`src/design/stok_pkg.sv`:
```
// Shared types, token codes, scan-mode codes and the keyword table of the
// source tokenizer. No dependencies.
`timescale 1ns / 1ps

package stok_pkg;

  // Longest identifier run is IDENT_MAX-1 characters; lexeme length saturates
  localparam logic [7:0] IDENT_MAX  = 8'd9;
  localparam logic [7:0] STRING_MAX = 8'd255;

  localparam logic [30:0] INT_SAT  = 31'h7FFF_FFFF;
  localparam logic [23:0] LINE_SAT = 24'hFF_FFFF;

  // Scan modes
  localparam logic [3:0] M_IDLE  = 4'd0;
  localparam logic [3:0] M_IDENT = 4'd1;
  localparam logic [3:0] M_NUM   = 4'd2;
  localparam logic [3:0] M_STR   = 4'd3;
  localparam logic [3:0] M_EQ    = 4'd4;
  localparam logic [3:0] M_LT    = 4'd5;
  localparam logic [3:0] M_GT    = 4'd6;
  localparam logic [3:0] M_PLUS  = 4'd7;
  localparam logic [3:0] M_MINUS = 4'd8;

  // Token kinds
  localparam logic [4:0] K_EOF      = 5'd0;
  localparam logic [4:0] K_IDENT    = 5'd1;
  localparam logic [4:0] K_INT      = 5'd2;
  localparam logic [4:0] K_STR      = 5'd3;
  localparam logic [4:0] K_KEYBASE  = 5'd4;
  localparam logic [4:0] K_ASSIGN   = 5'd11;
  localparam logic [4:0] K_EQEQ     = 5'd12;
  localparam logic [4:0] K_SEMI     = 5'd13;
  localparam logic [4:0] K_LPAREN   = 5'd14;
  localparam logic [4:0] K_RPAREN   = 5'd15;
  localparam logic [4:0] K_LT       = 5'd16;
  localparam logic [4:0] K_LE       = 5'd17;
  localparam logic [4:0] K_GT       = 5'd18;
  localparam logic [4:0] K_GE       = 5'd19;
  localparam logic [4:0] K_LBRACE   = 5'd20;
  localparam logic [4:0] K_RBRACE   = 5'd21;
  localparam logic [4:0] K_COMMA    = 5'd22;
  localparam logic [4:0] K_STAR     = 5'd23;
  localparam logic [4:0] K_SLASH    = 5'd24;
  localparam logic [4:0] K_PLUS     = 5'd25;
  localparam logic [4:0] K_PLUSPLUS = 5'd26;
  localparam logic [4:0] K_MINUS    = 5'd27;
  localparam logic [4:0] K_MINMIN   = 5'd28;
  localparam logic [4:0] K_ERROR    = 5'd29;

  // Characters
  localparam logic [7:0] CH_NL     = 8'h0A;
  localparam logic [7:0] CH_TAB    = 8'h09;
  localparam logic [7:0] CH_SPACE  = 8'h20;
  localparam logic [7:0] CH_QUOTE  = 8'h22;
  localparam logic [7:0] CH_EQ     = 8'h3D;
  localparam logic [7:0] CH_LT     = 8'h3C;
  localparam logic [7:0] CH_GT     = 8'h3E;
  localparam logic [7:0] CH_PLUS   = 8'h2B;
  localparam logic [7:0] CH_MINUS  = 8'h2D;
  localparam logic [7:0] CH_SEMI   = 8'h3B;
  localparam logic [7:0] CH_LPAREN = 8'h28;
  localparam logic [7:0] CH_RPAREN = 8'h29;
  localparam logic [7:0] CH_LBRACE = 8'h7B;
  localparam logic [7:0] CH_RBRACE = 8'h7D;
  localparam logic [7:0] CH_COMMA  = 8'h2C;
  localparam logic [7:0] CH_STAR   = 8'h2A;
  localparam logic [7:0] CH_SLASH  = 8'h2F;
  localparam logic [7:0] CH_ZERO   = 8'h30;

  // Keywords packed first character in the low byte, in token-kind order
  localparam int KW_COUNT = 7;
  localparam logic [63:0] KW_TEXT [KW_COUNT] = '{
    64'h6C65_7661_6972_6176,   // variavel
    64'h0000_6F61_636E_7566,   // funcao
    64'h0000_0000_6172_6170,   // para
    64'h0000_0000_0000_6573,   // se
    64'h0000_006F_616E_6573,   // senao
    64'h7269_6D69_7270_6D69,   // imprimir
    64'h0065_6E72_6F74_6572    // retorne
  };
  localparam logic [7:0] KW_LEN [KW_COUNT] = '{
    8'd8, 8'd6, 8'd4, 8'd2, 8'd5, 8'd8, 8'd7
  };

  typedef struct packed {
    logic [4:0]  token_kind;
    logic [30:0] int_value;
    logic [63:0] text;
    logic [7:0]  text_length;
    logic [23:0] line_number;
    logic [7:0]  bad_char;
    logic        overflow;
    logic        last;
  } tok_t;

  // Up to two tokens come out of one byte
  typedef struct packed {
    logic r0_valid;
    logic r1_valid;
    tok_t r0;
    tok_t r1;
  } scan_res_t;

  function automatic logic [4:0] ident_kind(logic [63:0] text, logic [7:0] len);
    logic [4:0] kind;
    kind = K_IDENT;
    for (int i = 0; i < KW_COUNT; i++) begin
      if (text == KW_TEXT[i] && len == KW_LEN[i]) begin
        kind = K_KEYBASE + 5'(i);
      end
    end
    return kind;
  endfunction

endpackage

```
`src/design/source_tokenizer.sv`:
```
// Top level of the source tokenizer: scanner core plus a four-entry token
// queue feeding the output stream. Depends on stok_pkg and stok_scan.
//
//  channel  | dir | tdata                               | tuser        | tlast
//  ---------+-----+-------------------------------------+--------------+-------------
//  s_axis   | in  | char_code                           | end_of_input | -
//  m_axis   | out | kind,int,text,length,line,bad,ovf   | -            | last of byte
//
// One byte is taken per cycle; its tokens enter the queue in the same edge.
// A byte that ends one token and makes another yields two beats; s_axis stalls
// only while the queue has under two free entries. The queue lets input
// continue while m_axis is stalled.
// Reset clears the scan mode, the lexeme, the line count and the queue.
`timescale 1ns / 1ps

module source_tokenizer (
  input  logic         clk_i,
  input  logic         rst_ni,
  input  logic         s_axis_tvalid,
  output logic         s_axis_tready,
  input  logic [7:0]   s_axis_tdata,   // [7:0] char_code
  input  logic         s_axis_tuser,   // [0] end_of_input
  output logic         m_axis_tvalid,
  input  logic         m_axis_tready,
  output logic [143:0] m_axis_tdata,   // [4:0] token_kind, [35:5] int_value,
                                       // [99:36] text, [107:100] text_length,
                                       // [131:108] line_number, [139:132] bad_char,
                                       // [140] overflow, [143:141] zero
  output logic         m_axis_tlast
);

  stok_pkg::scan_res_t res;
  stok_pkg::tok_t      q_mem [4];
  stok_pkg::tok_t      head;

  logic [1:0] wr_ptr_q, wr_ptr_d;
  logic [1:0] rd_ptr_q, rd_ptr_d;
  logic [2:0] count_q, count_d;
  logic [1:0] push_n;
  logic       s_accept;
  logic       m_accept;

  assign s_axis_tready = count_q <= 3'd2;
  assign s_accept      = s_axis_tvalid && s_axis_tready;
  assign m_accept      = m_axis_tvalid && m_axis_tready;

  stok_scan u_scan (
    .clk_i          (clk_i),
    .rst_ni         (rst_ni),
    .accept_i       (s_accept),
    .char_code_i    (s_axis_tdata),
    .end_of_input_i (s_axis_tuser),
    .res_o          (res)
  );

  always_comb begin
    push_n = 2'd0;
    if (s_accept) begin
      push_n = {1'b0, res.r0_valid} + {1'b0, res.r1_valid};
    end
    wr_ptr_d = wr_ptr_q + push_n;
    rd_ptr_d = rd_ptr_q + {1'b0, m_accept};
    count_d  = count_q + {1'b0, push_n} - {2'd0, m_accept};
  end

  always_ff @(posedge clk_i or negedge rst_ni) begin
    if (!rst_ni) begin
      wr_ptr_q <= '0;
      rd_ptr_q <= '0;
      count_q  <= '0;
    end else begin
      wr_ptr_q <= wr_ptr_d;
      rd_ptr_q <= rd_ptr_d;
      count_q  <= count_d;
    end
  end

  // Store up to two tokens per beat
  always_ff @(posedge clk_i) begin
    if (s_accept && res.r0_valid) begin
      q_mem[wr_ptr_q] <= res.r0;
    end
    if (s_accept && res.r1_valid) begin
      q_mem[wr_ptr_q + 2'd1] <= res.r1;
    end
  end

  assign head          = q_mem[rd_ptr_q];
  assign m_axis_tvalid = count_q != 3'd0;
  assign m_axis_tlast  = head.last;
  assign m_axis_tdata  = {3'd0, head.overflow, head.bad_char, head.line_number,
                          head.text_length, head.text, head.int_value,
                          head.token_kind};

  a_count_bound: assert property (@(posedge clk_i) disable iff (!rst_ni)
    count_q <= 3'd4)
    else $error("token queue over capacity");

  a_second_needs_first: assert property (@(posedge clk_i) disable iff (!rst_ni)
    res.r1_valid |-> res.r0_valid)
    else $error("second token without a first");

  a_eof_last: assert property (@(posedge clk_i) disable iff (!rst_ni)
    (s_accept && s_axis_tuser) |->
      (res.r1_valid ? (res.r1.token_kind == stok_pkg::K_EOF && res.r1.last)
                    : (res.r0.token_kind == stok_pkg::K_EOF && res.r0.last)))
    else $error("end of input did not close with an eof token");

  a_eof_queued: assert property (@(posedge clk_i) disable iff (!rst_ni)
    (s_accept && s_axis_tuser) |=> count_q != 3'd0)
    else $error("eof beat missing from queue");

endmodule

```
`src/design/stok_scan.sv`:
```
// Scanner core: mode and lexeme registers plus the per-byte next-state and
// token logic. Depends on stok_pkg.
`timescale 1ns / 1ps

module stok_scan (
  input  logic                 clk_i,
  input  logic                 rst_ni,
  input  logic                 accept_i,
  input  logic [7:0]           char_code_i,
  input  logic                 end_of_input_i,
  output stok_pkg::scan_res_t  res_o
);

  logic [3:0]  mode_q, mode_d;
  logic [63:0] text_q, text_d;
  logic [7:0]  len_q, len_d;
  logic [30:0] num_q, num_d;
  logic        sat_q, sat_d;
  logic [23:0] line_q, line_d;

  logic [7:0]  c;
  logic        is_alpha, is_digit;

  // Current lexeme with c appended
  logic [63:0] app_text;
  logic [7:0]  app_len;
  logic        app_sat;

  // Next decimal value
  logic [34:0] num_x;
  logic [30:0] num_next;
  logic        num_ovf;

  // Token held by the current mode
  logic          flush_emit;
  stok_pkg::tok_t flush_tok;

  // Byte handled from idle
  logic [3:0]     st_mode;
  logic [63:0]    st_text;
  logic [7:0]     st_len;
  logic [30:0]    st_num;
  logic           st_emit;
  logic           st_nl;
  stok_pkg::tok_t st_tok;

  logic [7:0]     pair_first;
  logic [4:0]     pair_kind;
  logic           pair_hit;
  logic           do_start;
  logic           do_flush;

  assign c        = char_code_i;
  assign is_alpha = c inside {[8'h61:8'h7A], [8'h41:8'h5A]};
  assign is_digit = c inside {[8'h30:8'h39]};

  always_comb begin
    app_text = text_q;
    for (int b = 0; b < 8; b++) begin
      if (len_q == 8'(b)) begin
        app_text[8*b +: 8] = c;
      end
    end
    app_len = (len_q < stok_pkg::STRING_MAX) ? len_q + 8'd1 : len_q;
    app_sat = sat_q | (len_q >= stok_pkg::STRING_MAX);
  end

  // value * 10 + digit as two shifted adds
  always_comb begin
    num_x    = {1'b0, num_q, 3'b000} + {3'b000, num_q, 1'b0}
             + {31'd0, 4'(c - stok_pkg::CH_ZERO)};
    num_ovf  = num_x > {4'd0, stok_pkg::INT_SAT};
    num_next = num_ovf ? stok_pkg::INT_SAT : num_x[30:0];
  end

  always_comb begin
    flush_emit = 1'b1;
    flush_tok  = '0;
    flush_tok.line_number = line_q;
    flush_tok.text_length = 8'd1;
    case (mode_q)
      stok_pkg::M_IDENT: begin
        flush_tok.token_kind  = stok_pkg::ident_kind(text_q, len_q);
        flush_tok.text        = text_q;
        flush_tok.text_length = len_q;
      end
      stok_pkg::M_NUM: begin
        flush_tok.token_kind  = stok_pkg::K_INT;
        flush_tok.int_value   = num_q;
        flush_tok.text        = text_q;
        flush_tok.text_length = len_q;
        flush_tok.overflow    = sat_q;
      end
      stok_pkg::M_STR: begin
        // only reached at end of input: unterminated
        flush_tok.token_kind  = stok_pkg::K_STR;
        flush_tok.text        = text_q;
        flush_tok.text_length = len_q;
        flush_tok.overflow    = 1'b1;
      end
      stok_pkg::M_EQ: begin
        flush_tok.token_kind = stok_pkg::K_ASSIGN;
        flush_tok.text       = {56'd0, stok_pkg::CH_EQ};
      end
      stok_pkg::M_LT: begin
        flush_tok.token_kind = stok_pkg::K_LT;
        flush_tok.text       = {56'd0, stok_pkg::CH_LT};
      end
      stok_pkg::M_GT: begin
        flush_tok.token_kind = stok_pkg::K_GT;
        flush_tok.text       = {56'd0, stok_pkg::CH_GT};
      end
      stok_pkg::M_PLUS: begin
        flush_tok.token_kind = stok_pkg::K_PLUS;
        flush_tok.text       = {56'd0, stok_pkg::CH_PLUS};
      end
      stok_pkg::M_MINUS: begin
        flush_tok.token_kind = stok_pkg::K_MINUS;
        flush_tok.text       = {56'd0, stok_pkg::CH_MINUS};
      end
      default: begin
        flush_emit = 1'b0;
      end
    endcase
  end

  always_comb begin
    st_mode = stok_pkg::M_IDLE;
    st_text = '0;
    st_len  = '0;
    st_num  = '0;
    st_emit = 1'b0;
    st_nl   = 1'b0;
    st_tok  = '0;
    st_tok.line_number = line_q;
    st_tok.text        = {56'd0, c};
    st_tok.text_length = 8'd1;
    case (c)
      stok_pkg::CH_NL:     st_nl = 1'b1;
      stok_pkg::CH_SPACE,
      stok_pkg::CH_TAB:    st_nl = 1'b0;
      stok_pkg::CH_QUOTE: begin
        st_mode = stok_pkg::M_STR;
        st_text = {56'd0, c};
        st_len  = 8'd1;
      end
      stok_pkg::CH_EQ:     st_mode = stok_pkg::M_EQ;
      stok_pkg::CH_LT:     st_mode = stok_pkg::M_LT;
      stok_pkg::CH_GT:     st_mode = stok_pkg::M_GT;
      stok_pkg::CH_PLUS:   st_mode = stok_pkg::M_PLUS;
      stok_pkg::CH_MINUS:  st_mode = stok_pkg::M_MINUS;
      stok_pkg::CH_SEMI: begin
        st_emit = 1'b1;
        st_tok.token_kind = stok_pkg::K_SEMI;
      end
      stok_pkg::CH_LPAREN: begin
        st_emit = 1'b1;
        st_tok.token_kind = stok_pkg::K_LPAREN;
      end
      stok_pkg::CH_RPAREN: begin
        st_emit = 1'b1;
        st_tok.token_kind = stok_pkg::K_RPAREN;
      end
      stok_pkg::CH_LBRACE: begin
        st_emit = 1'b1;
        st_tok.token_kind = stok_pkg::K_LBRACE;
      end
      stok_pkg::CH_RBRACE: begin
        st_emit = 1'b1;
        st_tok.token_kind = stok_pkg::K_RBRACE;
      end
      stok_pkg::CH_COMMA: begin
        st_emit = 1'b1;
        st_tok.token_kind = stok_pkg::K_COMMA;
      end
      stok_pkg::CH_STAR: begin
        st_emit = 1'b1;
        st_tok.token_kind = stok_pkg::K_STAR;
      end
      stok_pkg::CH_SLASH: begin
        st_emit = 1'b1;
        st_tok.token_kind = stok_pkg::K_SLASH;
      end
      default: begin
        if (is_alpha) begin
          st_mode = stok_pkg::M_IDENT;
          st_text = {56'd0, c};
          st_len  = 8'd1;
        end else if (is_digit) begin
          st_mode = stok_pkg::M_NUM;
          st_text = {56'd0, c};
          st_len  = 8'd1;
          st_num  = {27'd0, 4'(c - stok_pkg::CH_ZERO)};
        end else begin
          st_emit = 1'b1;
          st_tok.token_kind = stok_pkg::K_ERROR;
          st_tok.bad_char   = c;
        end
      end
    endcase
  end

  always_comb begin
    pair_first = stok_pkg::CH_EQ;
    pair_kind  = stok_pkg::K_EQEQ;
    pair_hit   = 1'b0;
    case (mode_q)
      stok_pkg::M_EQ: begin
        pair_hit = (c == stok_pkg::CH_EQ);
      end
      stok_pkg::M_LT: begin
        pair_first = stok_pkg::CH_LT;
        pair_kind  = stok_pkg::K_LE;
        pair_hit   = (c == stok_pkg::CH_EQ);
      end
      stok_pkg::M_GT: begin
        pair_first = stok_pkg::CH_GT;
        pair_kind  = stok_pkg::K_GE;
        pair_hit   = (c == stok_pkg::CH_EQ);
      end
      stok_pkg::M_PLUS: begin
        pair_first = stok_pkg::CH_PLUS;
        pair_kind  = stok_pkg::K_PLUSPLUS;
        pair_hit   = (c == stok_pkg::CH_PLUS);
      end
      stok_pkg::M_MINUS: begin
        pair_first = stok_pkg::CH_MINUS;
        pair_kind  = stok_pkg::K_MINMIN;
        pair_hit   = (c == stok_pkg::CH_MINUS);
      end
      default: pair_hit = 1'b0;
    endcase
  end

  always_comb begin
    mode_d   = mode_q;
    text_d   = text_q;
    len_d    = len_q;
    num_d    = num_q;
    sat_d    = sat_q;
    line_d   = line_q;
    res_o    = '0;
    do_start = 1'b0;
    do_flush = 1'b0;

    if (end_of_input_i) begin
      res_o.r0_valid = 1'b1;
      if (flush_emit) begin
        res_o.r0       = flush_tok;
        res_o.r1_valid = 1'b1;
        res_o.r1.token_kind  = stok_pkg::K_EOF;
        res_o.r1.line_number = line_q;
        res_o.r1.last        = 1'b1;
      end else begin
        res_o.r0.token_kind  = stok_pkg::K_EOF;
        res_o.r0.line_number = line_q;
        res_o.r0.last        = 1'b1;
      end
      mode_d = stok_pkg::M_IDLE;
      text_d = '0;
      len_d  = '0;
      num_d  = '0;
      sat_d  = 1'b0;
    end else begin
      case (mode_q)
        stok_pkg::M_IDLE: do_start = 1'b1;
        stok_pkg::M_IDENT: begin
          if ((is_alpha || is_digit) && len_q < stok_pkg::IDENT_MAX - 8'd1) begin
            text_d = app_text;
            len_d  = app_len;
            sat_d  = app_sat;
          end else begin
            do_flush = 1'b1;
            do_start = 1'b1;
          end
        end
        stok_pkg::M_NUM: begin
          if (is_digit) begin
            text_d = app_text;
            len_d  = app_len;
            num_d  = num_next;
            sat_d  = app_sat | num_ovf;
          end else begin
            do_flush = 1'b1;
            do_start = 1'b1;
          end
        end
        stok_pkg::M_STR: begin
          text_d = app_text;
          len_d  = app_len;
          sat_d  = app_sat;
          if (c == stok_pkg::CH_QUOTE) begin
            mode_d = stok_pkg::M_IDLE;
            res_o.r0_valid = 1'b1;
            res_o.r0.token_kind  = stok_pkg::K_STR;
            res_o.r0.text        = app_text;
            res_o.r0.text_length = app_len;
            res_o.r0.line_number = line_q;
            res_o.r0.overflow    = app_sat;
            res_o.r0.last        = 1'b1;
          end
        end
        stok_pkg::M_EQ, stok_pkg::M_LT, stok_pkg::M_GT,
        stok_pkg::M_PLUS, stok_pkg::M_MINUS: begin
          if (pair_hit) begin
            mode_d = stok_pkg::M_IDLE;
            res_o.r0_valid = 1'b1;
            res_o.r0.token_kind  = pair_kind;
            res_o.r0.text        = {48'd0, c, pair_first};
            res_o.r0.text_length = 8'd2;
            res_o.r0.line_number = line_q;
            res_o.r0.last        = 1'b1;
          end else begin
            do_flush = 1'b1;
            do_start = 1'b1;
          end
        end
        default: do_start = 1'b1;
      endcase

      if (do_start) begin
        mode_d = st_mode;
        text_d = st_text;
        len_d  = st_len;
        num_d  = st_num;
        sat_d  = 1'b0;
        if (st_nl && line_q != stok_pkg::LINE_SAT) begin
          line_d = line_q + 24'd1;
        end
        if (do_flush) begin
          res_o.r0_valid = 1'b1;
          res_o.r0       = flush_tok;
          res_o.r0.last  = !st_emit;
          res_o.r1_valid = st_emit;
          res_o.r1       = st_tok;
          res_o.r1.last  = 1'b1;
        end else begin
          res_o.r0_valid = st_emit;
          res_o.r0       = st_tok;
          res_o.r0.last  = 1'b1;
        end
      end
    end
  end

  always_ff @(posedge clk_i or negedge rst_ni) begin
    if (!rst_ni) begin
      mode_q <= stok_pkg::M_IDLE;
      text_q <= '0;
      len_q  <= '0;
      num_q  <= '0;
      sat_q  <= 1'b0;
      line_q <= '0;
    end else if (accept_i) begin
      mode_q <= mode_d;
      text_q <= text_d;
      len_q  <= len_d;
      num_q  <= num_d;
      sat_q  <= sat_d;
      line_q <= line_d;
    end
  end

endmodule
```
`config.mk`:
```
export PLATFORM = sky130hd
export DESIGN_NAME = source_tokenizer
export DESIGN_NICKNAME = d
export VERILOG_FILES = /design/src/design/stok_pkg.sv /design/src/design/source_tokenizer.sv /design/src/design/stok_scan.sv
export SDC_FILE = /design/constraint.sdc
export NUM_CORES = 1
export LEC_CHECK = 0
export BUFFER_PORTS_ARGS = -buffer_cell sky130_fd_sc_hd__buf_2
export CAP_MARGIN = 20
export CORE_MARGIN = 3
export CORE_UTILIZATION = 50
export CTS_BUF_LIST = sky130_fd_sc_hd__clkbuf_4
export DETAILED_ROUTE_END_ITERATION = 10
export PLACE_DENSITY = 0.67
export SETUP_SLACK_MARGIN = 0.2
export SYNTH_ARGS = -nofsm -noshare
export SYNTH_HDL_FRONTEND = slang
export SYNTH_SLANG_ARGS = --single-unit
```
`constraint.sdc`:
```
create_clock -name clk_i -period 5.05 [get_ports clk_i]
set_clock_uncertainty 0.2 [all_clocks]
set_input_delay 0.2525 -clock clk_i [delete_from_list [all_inputs] [get_ports clk_i]]
set_output_delay 0.2525 -clock clk_i [all_outputs]
set_load 0.02 [all_outputs]
```
* After elaboration in Yosys (flattened, before gate mapping)
Memories as Yosys holds them, arrays and structs flattened. Cells that the tools add are included.
Word-level totals: register bits after elaboration 139, memory bits (writable) 568, input port bits 13, output and inout port bits 147, word-level logic and storage cells 229, memories kept 1
Cells by class: add/sub/neg operators 11, order comparisons 11, equal/unequal tests 45, multiplexer cells 111, bitwise logic cells 3, reductions and logical operators 38
Memory list:
- q_mem | depth 4, width 142, read ports 1, clocked after Yosys merged registers in 0, wr ports 2, RTL line source_tokenizer.sv:33 | stok_pkg::tok_t q_mem [4];
Operator list (number):
- 64-bit one-hot mux with 6 select lines | 1
- 286-bit two-way mux | 1
- 142-bit two-way mux | 2
- 64-bit two-way mux | 4
- 31-bit two-way mux | 8
- 103-bit two-way mux | 2
- 64-bit one-hot mux with 3 select lines | 1
- 96-bit one-hot mux with 2 select lines | 1
- 8-bit two-way mux | 20
- 149-bit two-way mux | 1
- 64-bit by 63-bit == test with 1-bit output, second input constant | 2
- 64-bit one-hot mux with 2 select lines | 1
- 8-bit by 6-bit == test with 1-bit output, second input constant | 13
- 96-bit two-way mux | 1
- 64-bit by 15-bit == test with 1-bit output, second input constant | 1
- 64-bit by 31-bit == test with 1-bit output, second input constant | 1
- 64-bit by 39-bit == test with 1-bit output, second input constant | 1
- 64-bit by 47-bit == test with 1-bit output, second input constant | 1
- 64-bit by 55-bit == test with 1-bit output, second input constant | 1
- 24-bit two-way mux | 2
- 48-bit two-way mux | 1
- 5-bit one-hot mux with 9 select lines | 1
- 5-bit one-hot mux with 4 select lines | 2
- 5-bit one-hot mux with 8 select lines | 1
- 64 further kinds | 149

* Depth between registers and ports, before layout
Gate-level depths: netlist of run 1.
word-level depth 17, gate-level depth with buffers 16, gate-level depth less buffers 14

* Cells and area by module
From an unflattened synthesis of run 1, not the netlist that was laid out.
Unflattened totals: cells, all modules 2925, area total of the unflattened synthesis 39665.5 um^2
By module, submodules not included:
- source_tokenizer | times used 1, cells each 1423, area each 27747.9 um^2, seq. area each 17231.5 um^2
- stok_scan | times used 1, cells each 1502, area each 11917.7 um^2, seq. area each 3303.2 um^2

* Least setup slack after synthesis of run 1
OpenSTA, ideal clock, no wires.
path type register -> register, start point register u_scan.mode_q[1], end point memory q_mem[3][0] (netlist bit) (enable), setup time 0.426 ns, data arrival time 3.682 ns, data required time 4.424 ns, path slack 0.742 ns, stages on the path, launching flop included 10, buffers on the path 1, clock period less this slack 4.308 ns, cell sequence dfrtp_1 > or4b_1 > a31oi_1 > o21ai_1 > a31oi_2 > a22oi_4 > inv_2 > nand2_1 > nand2_1 > clkbuf_1
RTL lines:
- start: declaration | RTL line stok_scan.sv:14 | logic [3:0] mode_q, mode_d;
- start signal: assignment | RTL line stok_scan.sv:348 | mode_q <= stok_pkg::M_IDLE;
- start signal: assignment | RTL line stok_scan.sv:355 | mode_q <= mode_d;
- end: declaration | RTL line source_tokenizer.sv:33

* Worst setup path after layout of run 1
start point register u_scan.len_q[6], end point register count_q[2]
Between the ends: longest elaborated chain between the ends 12, elaborated cells between the ends (all ways) 15, classes of those cells add/sub: 3; order compare: 1; mux: 10; reduce/logical: 1
RTL lines:
- start: declaration | RTL line stok_scan.sv:16 | logic [7:0] len_q, len_d;
- start signal: assignment | RTL line stok_scan.sv:357 | len_q <= len_d;
- 8-bit by 4-bit less-than comparator with 1-bit output * | RTL line stok_scan.sv:268 | if ((is_alpha || is_digit) && len_q < stok_pkg::IDENT_MAX - 8'd1) begin
- 1-bit logical AND * | RTL line stok_scan.sv:268
- 1-bit two-way mux * | RTL line stok_scan.sv:268
- 1-bit one-hot mux with 3 select lines | RTL line stok_scan.sv:265 | case (mode_q)
- 1-bit two-way mux | RTL line stok_scan.sv:246 | if (end_of_input_i) begin
- 1-bit two-way mux | RTL line stok_scan.sv:330 | if (do_flush) begin
- 286-bit two-way mux * | RTL line stok_scan.sv:321 | if (do_start) begin
- 149-bit two-way mux * | RTL line stok_scan.sv:246
- 1-bit by 1-bit adder with 2-bit output * | RTL line source_tokenizer.sv:59 | push_n = {1'b0, res.r0_valid} + {1'b0, res.r1_valid};
- 2-bit two-way mux * | RTL line source_tokenizer.sv:58 | if (s_accept) begin
- 3-bit by 2-bit adder with 3-bit output * | RTL line source_tokenizer.sv:63 | count_d = count_q + {1'b0, push_n} - {2'd0, m_accept};
- 3-bit by 1-bit subtractor with 3-bit output * | RTL line source_tokenizer.sv:63
- net count_d[2] | RTL line source_tokenizer.sv:38 | logic [2:0] count_q, count_d;
- end signal: assignment | RTL line source_tokenizer.sv:74 | count_q <= count_d;
- end: declaration | RTL line source_tokenizer.sv:38
Mark *: on every way through the listed nets, which the timed path passes. The rest lies on a longest branch. The select of a mux whose other input is x is not followed. A chain may end at the register's enable or synchronous reset.

==> impl_metrics.yaml, run 1 <==
setup_path:
  cp-end-kind: "flip-flop"
  regToRegSetupSlack_ns: 0.63
  crit_path_max_fanout: 7
  rr_startpoint: "u_scan.len_q[6]$_DFFE_PN0P_"
  required_ns: 5.82
  start_kind: "flip-flop"
  path_class: "reg -> reg"
  crit_arrival_ns: 5.18
  ff2ff_path_depth: 14
  worstReg2RegEnd: "count_q[2]$_DFF_PN0_"
global_routing:
  grt_max_degree: 102
  antenna_found_initial: 7
  overflow: 0
  grt_first_pass_wirelength_mm: 164
  grt_pass1_vias: 28673
  met1_usage_pct: 38.5
  met2_usage_pct: 48.6
  track_usage_pct: 29.6
  met3_usage_pct: 6.17
  grt.busiest_layer: "met2"
route:
  routed_wl_mm: 106
  vias: 28396
  wl_per_cell_um: 23.9
  drt_iter0_drc: 2761
  drt-pass1-iter-count: 5
  viasPerCell: 6.43
  drc: 0
  antenna_left: 0
clocking:
  h-tree-depth: 4
  clk_pin_slew_ns: 0.07
  cts-root-buf: "clkbuf_4"
  cts_tree: "yes"
  clk_latency_ns: 1.08
  postCtsSetupRepairBufs: 0
  cts_buffers: 183
  cts_resized: 0
  clock-sinks: 707
  cts_buffer_depth: 3
logic_synthesis:
  synth_ff_type: "dfxtp_1"
  synth_top_area_share_pct: 22.4
  synth_warnings: 0
  syn_inst: 3224
  ys_types: 101
  synthesis.area_um2: 34000
  avgSynthCellArea_um2: 10.5
  synth_seq_cells: 707
  async_flop_share_pct: 19.7
  yosysSeqAreaShare_pct: 49.2
  synth_edf_count: 188
  synth_top_area_cell: "dfxtp_1"
  synthTopCellsByArea: "dfxtp_1 (22%), edfxtp_1 (17%), dfrtp_1 (10%)"
timing:
  max_slew_margin_pct: 29.8
  holdWs_ns: 0.202
  rsz0062_at_grt: "false"
  clock.fmax_ghz: 0.226
  fin_setup_tns_ns: 0
  min_period_ns: 4.42
  final.period_utilization_pct: 87.5
  hold_viol_final: 0
  worst_pin_slew_ns: 1.05
  finalSetupViolCount: 0
  drv_slew: 0
pwr:
  clockPowerShare_pct: 30.6
  p_leak_nw: 14.8
  max-vdd-ir-drop_mv: 0.285
  switching_share_pct: 35.8
  p_total_mw: 16.8
  power.switching_mw: 6.02
  cellPowerDensity_nw_per_um2: 438
  power_frac_seq_pct: 40.4
  p_int_mw: 10.8
  power_frac_comb_pct: 29.0
min_path:
  whs_endpoint: "u_scan.text_q[51]$_DFFE_PN0P_"
  holdPathStages: 3
  hp-class: "in -> reg"
  hp-start: "s_axis_tdata[3]"
floorplan:
  die_h_um: 267
  ios: 160
  start_util_pct: 51.0
  fp.dieArea_um2: 71100
  row_count: 94
  placeableCoreArea_um2: 66600
  die_w_um: 267
final_layout:
  drive_above_1_share_pct: 21.2
  nFillCells: 5627
  layout.nets: 3485
  syn_to_final_growth_pct: 13.1
place:
  io_buffers: 156
  dp_hpwl_mm: 66.6
  gp_congestion: 0.958
run_status:
  status: "finished clean"
run:
  cap_violations: 0
## what timing repair did
action                                  4_1_cts  5_1_grt
hold buffers                                 20        0
endpoints found under the setup margin        0        0
hold endpoints to repair                    398        0
## synthesized netlist by cell type (44+ instances only)
library cell and count:
a21oi_1 283, a22o_1 71, a32o_1 108, and2_1 89, buf_2 44, clkbuf_1 193, dfrtp_1 139, dfxtp_1 380
edfxtp_1 188, ha_1 72, mux4_2 142, nand2_1 319, nand3_1 243, nor2_1 155, o21ai_0 146, o2bb2ai_1 56
## state kept, by name (all words and copies together) (netlist names)
name,cells
count_q,3
q_mem,568
rd_ptr_q,2
u_scan.len_q,8
u_scan.line_q,24
u_scan.mode_q,4
u_scan.num_q,31
u_scan.sat_q,1
u_scan.text_q,64
wr_ptr_q,2
## worst max-delay path, cell delays in order (launching register included)
cell      delay, ns
dfrtp_1        0.43
or4_1          0.72
nor2_2         0.34
o22a_1         0.30
nand4_2        0.28
a211oi_2       0.30
inv_2          0.16
ha_1           0.30
nand2_1        0.06
ha_1           0.30
inv_1          0.04
ha_1           0.19
fa_1           0.38
xnor2_1        0.20
xnor2_1        0.14
## routing by layer
layer	wire length, µm	up-vias	part of all wire, %
li1	-	12675	-
met1	43300	14218	41
met2	51100	1274	48
met3	8090	225	7.7
met4	3120	4	3.0
met5	25	-	0.024
## power groups by stage
stage	clock (mW)	sequential, mW	combinational [mW]
after floorplan	0	6.63	3.38
after global placement	0	6.89	4.82
after detailed placement	0	6.92	4.86
after CTS	5.24	6.80	4.89
after global routing	5.56	6.86	5.18
final	5.14	6.80	4.88
## metrics by stage
step                      util (%)  setup WS [ns]  instances  area [µm²]
final                         57.7          0.634       4415       38400
after global routing          57.7          0.399       4414       38400
after floorplan                  -          0.742       3226       34000
after global placement        53.6          0.645       4054       35700
after detailed placement      53.6          0.593       4055       35700
after CTS                     57.6          0.682       4408       38400
## cell usage in the layout, fill, tap and decap left out, drive strengths merged, types with 23 or more instances in the layout
cell and count:
and3 25, nand2 319, nor4 27, nand4 38, xnor2 32, a32o 108
inv 40, a21oi 283, dfrtp 139, ha 72, o2bb2ai 56, dfxtp 380
clkinv 43, nor3 34, a22oi 28, and2 89, nand3 243, buf 250
mux4 142, a22o 71, nor2 158, clkbuf 283, xor2 23, edfxtp 188
o21ai 181
## cell type report
class | count | area [µm²] | area share, %
Inverter | 36 | 135 | 0.352
Clock buffer | 283 | 2120 | 5.53
Sequential cell | 707 | 16700 | 43.6
Clock inverter | 50 | 354 | 0.922
Multi-Input combinational cell | 2200 | 16000 | 41.7
Tap cell | 864 | 1080 | 2.81
Antenna cell | 6 | 15.0 | 0.0391
Timing Repair Buffer | 269 | 1930 | 5.03
## cell families after synthesis
family	share of synthesized area, %
other	0.0110
AOI/OAI and AO/OA	17.9
buffers and inverters	3.91
adders and majority gates	2.83
and+or+nand+nor	15.0
muxes	9.60
xor gates and xnor gates	1.44
DFF	49.2
## how the worst max path moves through the flow
stage / start / to / slack [ns]
after floorplan: u_scan.mode_q[1]$_DFFE_PN0P_ / q_mem[3][0]$_DFFE_PP_ / 0.74
after global placement: s_axis_tdata[5] / count_q[2]$_DFF_PN0_ / 0.65
after detailed placement: s_axis_tdata[5] / count_q[2]$_DFF_PN0_ / 0.59
after CTS: u_scan.len_q[6]$_DFFE_PN0P_ / count_q[2]$_DFF_PN0_ / 0.68
after global routing: u_scan.len_q[6]$_DFFE_PN0P_ / count_q[2]$_DFF_PN0_ / 0.40
final: u_scan.len_q[6]$_DFFE_PN0P_ / count_q[2]$_DFF_PN0_ / 0.63
(Power assumes the default switching activity.)
==> inputs of run 2 (changes only) <==
Settings changed: CTS_BUF_LIST sky130_fd_sc_hd__clkbuf_4 to sky130_fd_sc_hd__clkbuf_2.
Clock period 5.05 ns to 4.57 ns, I/O delays scaled along.
==> run 2 against run 1 <==
Net effect:
- non-clock buffer count up 49
- register-to-register slack worse by 0.27 ns
- wire length up 0.22%
- critical path depth up 2
- via count up 0.32%
- clock power down 18%
- worst hold slack worse by 0.066 ns
- cell count up 0.82%
- design area down 1.1%
==> impl_metrics.yaml, run 2 (synthesis results as in run 1) <==
clocking:
  cts_tree: "yes"
  cts_buffer_depth: 3
  clk_latency_ns: 1.41
  clk_pin_slew_ns: 0.12
  clock-sinks: 707
  cts-root-buf: "clkbuf_2"
  cts_buffers: 180
  h-tree-depth: 4
  postCtsSetupRepairBufs: 0
final_layout:
  multi_input_area_um2: 16000
  final_common_cell: "dfxtp_1"
  regMostFlops: "q_mem"
  seq_area_um2: 16700
  layout.nets: 3531
  nFillCells: 5763
  finish.utilization_pct: 57.1
  final_cell_mix: "dfxtp_1 (380), nand2_1 (314), a21oi_1 (282)"
  syn_to_final_growth_pct: 11.9
  reg_top3: "q_mem (568), u_scan.text_q (64), u_scan.num_q (31)"
  largest_reg_flops: 568
  drive_above_1_share_pct: 21.7
  final_cells: 4451
place:
  gp_congestion: 0.994
  dp_cells: 4081
  dp_hpwl_mm: 67.7
  io_buffers: 156
  dp_slack_ns: 0.466
timing:
  min_period_ns: 4.22
  worst_pin_slew_ns: 1.06
  clock.fmax_ghz: 0.237
  holdWs_ns: 0.136
  rsz0062_at_grt: "false"
  fin_setup_tns_ns: 0
  hold_viol_final: 0
  drv_slew: 0
  final.period_utilization_pct: 92.3
  finalSetupViolCount: 0
  max_slew_margin_pct: 29.1
  layout_setup_ws_ns: 0.351
pwr:
  cellPowerDensity_nw_per_um2: 452
  p_leak_nw: 14.8
  max-vdd-ir-drop_mv: 0.222
global_routing:
  track_usage_pct: 29.8
  grt_pass1_vias: 28883
  overflow: 0
  antenna_found_initial: 6
  grt_max_degree: 102
  grt_first_pass_wirelength_mm: 165
min_path:
  hp-class: "in -> reg"
  hp-start: "m_axis_tready"
  holdPathStages: 5
  whs_endpoint: "rd_ptr_q[0]$_DFF_PN0_"
floorplan:
  fp.dieArea_um2: 71100
  die_w_um: 267
  start_util_pct: 51.0
  ios: 160
  die_h_um: 267
  placeableCoreArea_um2: 66600
  row_count: 94
route:
  vias: 28488
  wl_per_cell_um: 23.8
  antenna_left: 0
  viasPerCell: 6.40
  routed_wl_mm: 106
  drt-pass1-iter-count: 6
  drc: 0
  drt_iter0_drc: 2816
setup_path:
  rr_startpoint: "u_scan.mode_q[2]$_DFFE_PN0P_"
  ff2ff_path_depth: 12
  path_class: "in -> reg"
  regToRegSetupSlack_ns: 0.36
  cp-end-kind: "flip-flop"
  start_kind: "input pin"
  crit_arrival_ns: 5.35
  required_ns: 5.70
  crit_path_max_fanout: 34
  worstReg2RegEnd: "u_scan.text_q[17]$_DFFE_PN0P_"
run_status:
  status: "finished clean"
run:
  cap_violations: 0
[run 2: cell count changes in the layout (fill, tap and decap cells not counted), moves of 3 or more]
| cell | previous run | this run |
|---|---|---|
| clkinvlp_4 | 1 | 4 |
| buf_4 | 74 | 97 |
| buf_12 | 17 | 21 |
| clkinv_2 | 6 | 9 |
| clkinv_1 | 31 | 22 |
| clkbuf_2 | 0 | 277 |
| clkbuf_4 | 283 | 0 |
| clkinv_8 | 4 | 1 |
| dlygate4sd3_1 | 19 | 42 |
| diode_2 | 6 | 9 |
[run 2: worst max path at each step]
| stage | from | endpoint | slack [ns] | cells after the start |
|---|---|---|---|---|
| finish | s_axis_tdata[5] | u_scan.num_q[3]$_DFFE_PN0P_ | 0.35 | 16 |
| floorplan | u_scan.mode_q[1]$_DFFE_PN0P_ | q_mem[3][0]$_DFFE_PP_ | 0.26 | 9 |
| CTS | s_axis_tdata[3] | u_scan.num_q[15]$_DFFE_PN0P_ | 0.21 | 16 |
| global route | u_scan.mode_q[3]$_DFFE_PN0P_ | u_scan.mode_q[2]$_DFFE_PN0P_ | 0.21 | 11 |
| global placement | u_scan.mode_q[3]$_DFFE_PN0P_ | count_q[2]$_DFF_PN0_ | 0.50 | 14 |
| detailed placement | s_axis_tdata[4] | count_q[2]$_DFF_PN0_ | 0.47 | 16 |
[run 2: area by class of cell]
type                       count  area share (%)
inverter                      36           0.362
timing repair buffer         318            6.26
sequential                   707            44.0
antenna                        9          0.0593
clock inverter                40           0.570
tap                          864            2.84
clock buffer                 277            3.65
multi-input combinational   2200            42.2
[run 2: report_power, final]
group | internal, mW | switching [mW]
Clock | 1.63 | 2.59
Sequential | 7.03 | 0.409
Combinational | 2.00 | 3.53
Total | 10.7 | 6.53
[run 2: repair_timing]
action / 4_1_cts / 5_1_grt
gates resized for setup: 0 / 9
setup endpoints to repair: 0 / 202
hold endpoints to repair: 909 / 0
hold buffers: 45 / 0
[run 2: stage by stage]
stage / cell area [µm²] / power (mW)
final: 38000 / 17.2
after global routing: 38000 / 18.1
after detailed placement: 35900 / 13.1
after CTS: 38000 / 17.3
after global placement: 35900 / 13.0
after floorplan: 34000 / 11.1
[run 2: critical path: stages]
cell           delay, ns
dlygate4sd3_1       0.53
dlygate4sd3_1       0.59
buf_2               0.27
or4bb_1             0.49
dlygate4sd3_1       0.58
nor2b_1             0.19
buf_4               0.19
o22ai_1             0.17
nor4_4              0.24
buf_4               0.22
nand2_1             0.26
o21ai_2             0.23
buf_6               0.29
a21oi_1             0.10
dlygate4sd3_1       0.57
a41oi_1             0.19
[run 2: routing by layer]
metal	up-vias	wire length [µm]	global-route usage (%)
met5	-	9	0
li1	12780	-	-
met2	1292	51300	49.6
met3	216	8930	6.39
met1	14198	42800	38.6
met4	2	2880	10.9
